[config.mk]
export PLATFORM = sky130hd
export DESIGN_NAME = bms_ctrl
export DESIGN_NICKNAME = d
export VERILOG_FILES = /design/src/rtl/core/bms_pkg.sv /design/src/rtl/core/bms_ctrl.sv
export SDC_FILE = /design/constraint.sdc
export NUM_CORES = 1
export LEC_CHECK = 0
export BUFFER_PORTS_ARGS = -buffer_cell sky130_fd_sc_hd__buf_2
export CORE_UTILIZATION = 52
export DETAILED_ROUTE_END_ITERATION = 10
export PLACE_DENSITY = 0.76
export SLEW_MARGIN = 20
export SYNTH_ARGS = -nofsm -noshare
export SYNTH_HDL_FRONTEND = slang
export SYNTH_SLANG_ARGS = --single-unit
export TNS_END_PERCENT = 10
[constraint.sdc]
create_clock -name aclk -period 1.8 [get_ports aclk]
set_input_delay 0.36 -clock aclk [delete_from_list [all_inputs] [get_ports aclk]]
set_output_delay 0.36 -clock aclk [all_outputs]
set_load 0.005 [all_outputs]
[src/rtl/core/bms_pkg.sv]
// shared types, constants and a helper function of the bandit mode selector
package bms_pkg;

    // default parameter values
    localparam int MODES_DEF         = 2;
    localparam int STREAK_BITS_DEF   = 8;
    localparam int FRACTION_BITS_DEF = 32;

    // fixed field widths
    localparam int QUAL_W    = 48;
    localparam int COUNT_W   = 32;
    localparam int EN_W      = 2;
    localparam int IN_DATA_W = 64;
    localparam int OUT_DATA_W = 56;
    localparam int SEL_CNT_W = 32;

    // datapath operation codes
    typedef enum logic [3:0] {
        OP_NONE,
        OP_CAPTURE,
        OP_NORM,
        OP_LOG,
        OP_DIVINIT,
        OP_DIV,
        OP_TREND,
        OP_MUL_GO,
        OP_MUL_WAIT,
        OP_QSUM,
        OP_POWINIT,
        OP_FINISH
    } op_t;

    // multiplier operand and destination select
    typedef enum logic [2:0] {
        MS_Q,
        MS_U,
        MS_P,
        MS_B,
        MS_S
    } mul_sel_t;

    typedef struct packed {
        op_t      op;
        mul_sel_t sel;
    } cmd_t;

    typedef struct packed {
        logic log_last;
        logic div_last;
        logic mul_done;
        logic two_modes;
        logic e_zero;
        logic e_lsb;
        logic e_hi_zero;
        logic out_free;
    } status_t;

    // round(pct/100 * 2^f)
    function automatic logic [63:0] fx_const(input int unsigned pct, input int unsigned f);
        logic [63:0] num;
        num = (64'(pct) << f) + 64'd50;
        return num / 64'd100;
    endfunction

endpackage

[src/rtl/core/bms_ctrl.sv]
// controller state machine sequencing one item through the datapath
module bms_ctrl (
    input  logic              aclk,
    input  logic              aresetn,
    input  logic              in_valid,
    output logic              in_ready,
    input  bms_pkg::status_t  status,
    output bms_pkg::cmd_t     cmd
);
    import bms_pkg::*;

    typedef enum logic [4:0] {
        ST_IDLE,
        ST_NORM,
        ST_LOG,
        ST_DIVINIT,
        ST_DIV,
        ST_TREND,
        ST_MQ_GO,
        ST_MQ_WAIT,
        ST_MU_GO,
        ST_MU_WAIT,
        ST_QSUM,
        ST_POWINIT,
        ST_POWCHK,
        ST_PMUL_GO,
        ST_PMUL_WAIT,
        ST_POWNEXT,
        ST_BMUL_GO,
        ST_BMUL_WAIT,
        ST_SMUL_GO,
        ST_SMUL_WAIT,
        ST_FINISH
    } state_t;

    state_t state_reg, state_next;

    // next state and command decode
    always_comb begin
        state_next = state_reg;
        cmd.op     = OP_NONE;
        cmd.sel    = MS_Q;
        case (state_reg)
            ST_IDLE: begin
                if (in_valid) begin
                    cmd.op     = OP_CAPTURE;
                    state_next = ST_NORM;
                end
            end
            ST_NORM: begin
                cmd.op     = OP_NORM;
                state_next = ST_LOG;
            end
            ST_LOG: begin
                cmd.op = OP_LOG;
                if (status.log_last) state_next = ST_DIVINIT;
            end
            ST_DIVINIT: begin
                cmd.op     = OP_DIVINIT;
                state_next = ST_DIV;
            end
            ST_DIV: begin
                cmd.op = OP_DIV;
                if (status.div_last) state_next = ST_TREND;
            end
            ST_TREND: begin
                cmd.op     = OP_TREND;
                state_next = ST_MQ_GO;
            end
            ST_MQ_GO: begin
                cmd.op     = OP_MUL_GO;
                cmd.sel    = MS_Q;
                state_next = ST_MQ_WAIT;
            end
            ST_MQ_WAIT: begin
                cmd.op  = OP_MUL_WAIT;
                cmd.sel = MS_Q;
                if (status.mul_done) state_next = ST_MU_GO;
            end
            ST_MU_GO: begin
                cmd.op     = OP_MUL_GO;
                cmd.sel    = MS_U;
                state_next = ST_MU_WAIT;
            end
            ST_MU_WAIT: begin
                cmd.op  = OP_MUL_WAIT;
                cmd.sel = MS_U;
                if (status.mul_done) state_next = ST_QSUM;
            end
            ST_QSUM: begin
                cmd.op     = OP_QSUM;
                state_next = status.two_modes ? ST_POWINIT : ST_FINISH;
            end
            ST_POWINIT: begin
                cmd.op     = OP_POWINIT;
                state_next = ST_POWCHK;
            end
            ST_POWCHK: begin
                if (status.e_zero)     state_next = ST_SMUL_GO;
                else if (status.e_lsb) state_next = ST_PMUL_GO;
                else                   state_next = ST_BMUL_GO;
            end
            ST_PMUL_GO: begin
                cmd.op     = OP_MUL_GO;
                cmd.sel    = MS_P;
                state_next = ST_PMUL_WAIT;
            end
            ST_PMUL_WAIT: begin
                cmd.op  = OP_MUL_WAIT;
                cmd.sel = MS_P;
                if (status.mul_done) state_next = ST_POWNEXT;
            end
            ST_POWNEXT: begin
                state_next = status.e_hi_zero ? ST_SMUL_GO : ST_BMUL_GO;
            end
            ST_BMUL_GO: begin
                cmd.op     = OP_MUL_GO;
                cmd.sel    = MS_B;
                state_next = ST_BMUL_WAIT;
            end
            ST_BMUL_WAIT: begin
                cmd.op  = OP_MUL_WAIT;
                cmd.sel = MS_B;
                if (status.mul_done) state_next = ST_POWCHK;
            end
            ST_SMUL_GO: begin
                cmd.op     = OP_MUL_GO;
                cmd.sel    = MS_S;
                state_next = ST_SMUL_WAIT;
            end
            ST_SMUL_WAIT: begin
                cmd.op  = OP_MUL_WAIT;
                cmd.sel = MS_S;
                if (status.mul_done) state_next = ST_FINISH;
            end
            ST_FINISH: begin
                if (status.out_free) begin
                    cmd.op     = OP_FINISH;
                    state_next = ST_IDLE;
                end
            end
            default: begin
                state_next = ST_IDLE;
            end
        endcase
    end

    // state register
    always_ff @(posedge aclk) begin
        if (!aresetn) begin
            state_reg <= ST_IDLE;
        end else begin
            state_reg <= state_next;
        end
    end

    assign in_ready = (state_reg == ST_IDLE);

endmodule

==> results of run 1 <==
## timing repair
item | in CTS | in global routing
pin swaps | 0 | 1
resized for setup | 5 | 14
endpoints found under the setup margin | 7 | 6
hold buffers | 0 | 0
## stage by stage
stage	TNS (ns)	hold WS, ns	cell area, um2
global route	-0.116	0.356	1020
detailed placement	-0.00579	0.600	942
global placement	0	0.606	942
finish	0	0.367	1020
CTS	-0.0169	0.360	976
floorplan	0	0.466	800
## how the worst min path moves through the flow
stage	endpoint	slack, ns	depth (start not counted)	from
3_5_place_dp	state_reg[4]	0.60	3	aresetn
4_1_cts	state_reg[4]	0.36	3	aresetn
3_3_place_gp	state_reg[4]	0.61	3	aresetn
6_report	state_reg[4]	0.37	3	aresetn
5_1_grt	state_reg[4]	0.36	3	aresetn
2_1_floorplan	state_reg[4]	0.47	2	aresetn
## tightest hold or removal path: cells and delay by family
family,cells,cell delay [ns]
buffers and inverters,1,0.11
AND/OR/NAND/NOR,2,0.10
## power by group
| part | switching, mW | internal, mW | total (mW) |
|---|---|---|---|
| registers | 0.147 | 0.182 | 0.329 |
| logic | 0.605 | 0.630 | 1.23 |
| clock network | 0.0414 | 0.0835 | 0.125 |
## cell type report
type | instances | area, um2 | area share (%)
clock buffer | 4 | 26.3 | 2.58
inverter | 3 | 11.3 | 1.11
multi-input combinational | 101 | 634 | 62.4
sequential | 5 | 116 | 11.4
tap | 15 | 18.8 | 1.85
timing repair buffer | 32 | 210 | 20.7
## cells by family (layout without fill, tap and decap cells)
family / count (synthesis) / count (layout) / share of synthesized area, %
and+or+nand+nor: 62 / 62 / 42.6
DFF: 5 / 5 / 12.5
buffers and inverters: 15 / 39 / 10.3
muxes: 2 / 2 / 2.66
xor gates and xnor gates: 3 / 3 / 3.29
AOI/OAI and AO/OA: 34 / 34 / 28.6
## metal layers
layer,global-route usage (%),share of wire (%)
met2,51.6,48
met1,33.5,48
met5,0,0
met4,0,0
met3,1.63,4.2
## layout by cell type (no fill, tap or decap), types with 2 or more instances in the layout
master and count:
a22o_1 2, dfxtp_4 4, inv_1 3, clkbuf_4 3
nor4bb_1 2, buf_4 11, a211oi_1 2, nand3_1 4
o22ai_1 4, nor3b_1 4, o21ai_0 4, a311oi_1 2
o211ai_1 2, buf_2 18, o21ai_1 5, nor2_1 16
buf_6 2, nor3_1 5, nand2b_1 6, nor2b_1 3
a21oi_1 7, xor2_1 2, nand4b_1 2, nand2_1 12
==> metrics, run 1 <==
layout cells sized above 1=33.1%; H-tree levels=1; CP top delay family=simple AND/OR/NAND/NOR gates; grt total ovfl=0; Yosys reg bits=5; Die ar.=1700 um2; Synth top cells by count=17 x nor2_1, 12 x nand2_1, 7 x a21oi_1, 7 x nand2b_1; layout filler cell count=111; critical path peak fanout=13; max_slew headroom=74.1%; residual DRC count=0; Lkg Pwr=0.433 nW; initial antenna violation count=0; Synth area leader=dfxtp_1; Final WS setup=0.0196 ns; Synth Net Count=132; syn avg cell area=6.61 um2; RSZ-0062 raised after global routing=yes; Core ar.=1370 um2; dpl ws=-0.00579 ns; Die Wd=41.2 um; routability congestion estimate=0.835; final WL=2090 um; Total Power=1.69 mW; Final min period=1.78 ns; Via density=5.99; hpwl dp=1560 um; largest net degree at the start of global routing=15; CTS tree=built; # diodes=0; clock buffer depth=2; most common cell in the netlist=nor2_1; utilization after layout=74.5%; CTS clk-pin slew, worst paths=0.04 ns; post-route antenna net violation count=0; synthesized area=800 um2; cell breakdown of the critical path=buf_4, nor3_1, and2_1, buf_2; Primary FF master, synth=dfxtp_1; final number of setup-violating endpoints=0; Pre-Repair DR Iteration Count=4; Seq/Total Area, Yosys=12.5%; CTS Buf Count=3; # IOs=19; WP depth=4; reg2reg path depth=6; Inst Count DP=156; vias in the first global route=784; DR iter-0 viols=26; asr flop ratio synth=0%; status=finished clean; final non-filler cell total=160; Yosys top cell area share=12.5%; slowest cell on the critical path=dfxtp_4; PD cells=1660 nW/um2; synth top area cells=dfxtp_1 13%, nor2_1 8.0%, nand2_1 5.6%; worst-margin pin slew=0.386 ns; Setup Skew=0.00423 ns; maxcap violations=0; WP data required=1.44 ns; max FFs per register=5; cells after synthesis=121; Initial Util=58.5%; drt wl/cell=13.0 um; Worst-Skew Late Latency=0.24 ns; synthesis-to-finish area growth=27.2%; Worst R2R Start=state_reg[3]; clock root buffer=clkbuf_4; max-slew violation count=0; clock sinks=5; Worst Setup End Kind=output pin; worst reg-to-reg setup slack=0.17 ns; Highest Clock Rate=0.562 GHz; Tot GR Track Use=26.6%; CP Launch Type=flip-flop; kind of critical path=flip-flop to output pin; Fin. Hold Viols=0; Buffers on Ports=18; first-pass GRT wire length=3130 um; CP startpoint=state_reg[3]; final period utilization=98.9%; number of synthesized flops with an enable pin=0; worst vdd ir=0.000731 V; synth unique cells=39; slowest stage delay, CP=0.39 ns; via count=958; Die Y=41.2 um; Worst Path Arrival=1.42 ns; nets=157; worst setup path end=in_ready; CP bufs+invs=2; reg2reg end=state_reg[1]; Cell Rows=13; Post-CTS Setup Bufs=0; Hold Path Class=input pin to flip-flop; yosys warns=0
(Power assumes the default switching activity.)
==> run 2, diff against run 1 <==
- ABC_AREA: unset -> 1
- CORE_UTILIZATION: 52 -> 51
- PLACE_DENSITY: 0.76 -> 0.75
==> metrics, run 2 <==
WHS=0.431 ns (+0.0634 ns); WHS Path Cells=3 (unchanged); CP top delay family=simple AND/OR/NAND/NOR gates; kind of critical path=flip-flop to output pin; # IOs=19 (unchanged); hpwl dp=1700 um (+9.5%); initial antenna violation count=0 (unchanged); Worst Path Arrival=1.47 ns (+0.05 ns); via count=1,024 (+6.9%); Setup Skew=0.00960 ns (+0.00537 ns); Die Y=40.4 um (-2.0%); Buffers on Ports=18 (unchanged); Via density=5.57 (-7.1%); Initial Util=56.4% (-2.1 points); synthesis-to-finish area growth=33.4%; Pre-Repair DR Iteration Count=4 (unchanged); syn avg cell area=5.33 um2 (-19%); Die ar.=1630 um2 (-3.9%); Die Wd=40.4 um (-2.0%); failing checks=negative setup slack; reg2reg end=state_reg[2]; Final min period=1.83 ns (+0.0461 ns); yosys warns=0 (unchanged); WP depth=9 (+5); Worst R2R Start=state_reg[1]; Total Power=0.963 mW (-43%); Cell Rows=13 (unchanged); cts hold-fix bufs=0 (unchanged); commonest cells after routing, fill and taps aside=39 x nand2_1, 19 x nand3_1, 18 x buf_2; P_int=0.477 mW (-47%); clock share of power=14.0% (+6.6 points); drt wl/cell=12.6 um (-3.5%); most common cell in the netlist=nand2_1; Tot GR Track Use=31.9% (+5.2 points); synthesized area=752 um2 (-5.9%); nets=181 (+15%); max FFs per register=5 (unchanged); vias in the first global route=880 (+12%); layout cells sized above 1=37.9% (+4.8 points); clock buffer depth=2 (unchanged); NetSw=0.486 mW (-39%); Highest Clock Rate=0.547 GHz (-2.5%); Core ar.=1330 um2 (-2.4%); Synth Net Count=152 (+15%); final period utilization=101% (+2.6 points); first-pass GRT wire length=3500 um (+12%); Synth top cells by count=41 x nand2_1, 23 x nand3_1, 19 x nor2_1; post-route antenna net violation count=0 (unchanged); CTS Buf Count=3 (unchanged); status=finished, violations left; residual DRC count=0 (unchanged); slowest stage delay, CP=0.37 ns (-0.02 ns); Lkg Pwr=0.556 nW (+28%); asr flop ratio synth=0% (unchanged); Setup TNS Final=-0.0265 ns (-0.0265 ns); Final WS setup=-0.0265 ns (-0.0461 ns); Sw Share=50.5% (+3.5 points); synth unique cells=20 (-49%); Seq/Total Area, Yosys=13.3% (+0.79 points); clock sinks=5 (unchanged); max_slew headroom=72.6% (-1.5 points); CP bufs+invs=2 (unchanged); maxcap violations=0 (unchanged); # diodes=0 (unchanged); Flop pwr share=20.7% (+1.2 points); PD cells=960 nW/um2 (-42%); Hold EP=state_reg[0]; Fin. Hold Viols=0 (unchanged); combinational share of power=65.3% (-7.8 points); H-tree levels=1 (unchanged); max-slew violation count=0 (unchanged); Yosys reg bits=5 (unchanged); DR iter-0 viols=45 (+73%); grt total ovfl=0 (unchanged); final number of setup-violating endpoints=1 (+1); Yosys top cell area share=20.5% (+7.9 points); Hold Path Class=input pin to flip-flop; number of synthesized flops with an enable pin=0 (unchanged); utilization after layout=75.2% (+0.78 points); CTS tree=built; cell breakdown of the critical path=buf_6, nor2_4, nand3_2, nand2_2, nor2_1, nand2_2, nor2_1, o21ai_0, buf_2; largest net degree at the start of global routing=10 (-5); worst vdd ir=0.000815 V (+12%); final WL=2320 um (+11%); cells after synthesis=141 (+17%); synth top area cells=nand2_1 20%, nand3_1 15%, dfxtp_1 13%; WP data required=1.44 ns (about the same); RSZ-0062 raised after global routing=yes; slowest cell on the critical path=dfxtp_4; CTS clk-pin slew, worst paths=0.05 ns (about the same); Worst-Skew Late Latency=0.25 ns (about the same); Primary FF master, synth=dfxtp_1; CP Launch Type=flip-flop; critical path peak fanout=5 (-8); Worst Setup End Kind=output pin; reg2reg path depth=8 (+2); clock root buffer=clkbuf_4; routability congestion estimate=0.905 (+8.4%); Hold Crit Start=aresetn; worst reg-to-reg setup slack=0.26 ns (+0.09 ns); Final Instance Area=1000 um2 (-1.4%); Area after DPL=877 um2 (-6.9%); Synth area leader=nand2_1; worst-margin pin slew=0.407 ns (+0.0209 ns); most common cell after layout, fill and taps aside=nand2_1
[run 2: tightest hold or removal path, delay by kind of cell]
kind | cells | cell delay (ns)
compound gates | 1 | 0.11
buf+inv | 2 | 0.15
[run 2: what timing repair did]
item                                    CTS  global route
resized for setup                        18             5
endpoints found under the setup margin    5             5
pin swaps                                 5             0
buffers inserted                          3             1
[run 2: stage by stage]
stage,setup WS [ns],std cells
after floorplan,0.369,141
after global placement,0.109,176
after detailed placement,0.0978,176
after CTS,0.00228,183
after global routing,-0.0956,184
final,-0.0265,184
[run 2: final cells by class]
class	instances	area (um2)
timing repair buffer	27	165
multi-input combinational	114	603
fill	93	330
inverter	19	71.3
tap	15	18.8
clock buffer	4	26.3
sequential	5	119
[run 2: metal layers]
| layer | wire length, um | part of all wire [%] | global-route usage (%) | vias to the layer above |
|---|---|---|---|---|
| met5 | 0 | 0 | 0 | - |
| met3 | 264 | 11 | 8.33 | 9 |
| li1 | - | - | - | 510 |
| met1 | 935 | 40 | 36.6 | 427 |
| met4 | 55 | 2.4 | 9.17 | 0 |
| met2 | 1060 | 46 | 56.7 | 78 |
[run 2: cells by family (layout without fill, tap and decap cells)]
group | Yosys count | after routing | synth area share [%]
AND/OR/NAND/NOR | 100 | 100 | 64.6
buffers and inverters | 22 | 50 | 12.3
AO/OA/AOI/OAI | 14 | 14 | 9.82
flip-flops | 5 | 5 | 13.3
[run 2: worst max-delay path by stage]
stage	from	to	slack, ns
3_3_place_gp	state_reg[4]	cmd[3]	0.11
5_1_grt	state_reg[1]	cmd[3]	-0.1
4_1_cts	state_reg[4]	cmd[4]	0.002
3_5_place_dp	state_reg[3]	cmd[6]	0.1
6_report	state_reg[1]	cmd[6]	-0.03
2_1_floorplan	state_reg[1]	cmd[3]	0.37
[run 2: power groups by stage]
stage,Sequential [mW],Combinational (mW),Clock [mW]
floorplan,0.160,0.439,0
global placement,0.179,0.556,0
detailed placement,0.181,0.561,0
CTS,0.193,0.618,0.138
global route,0.202,0.688,0.150
finish,0.199,0.629,0.135
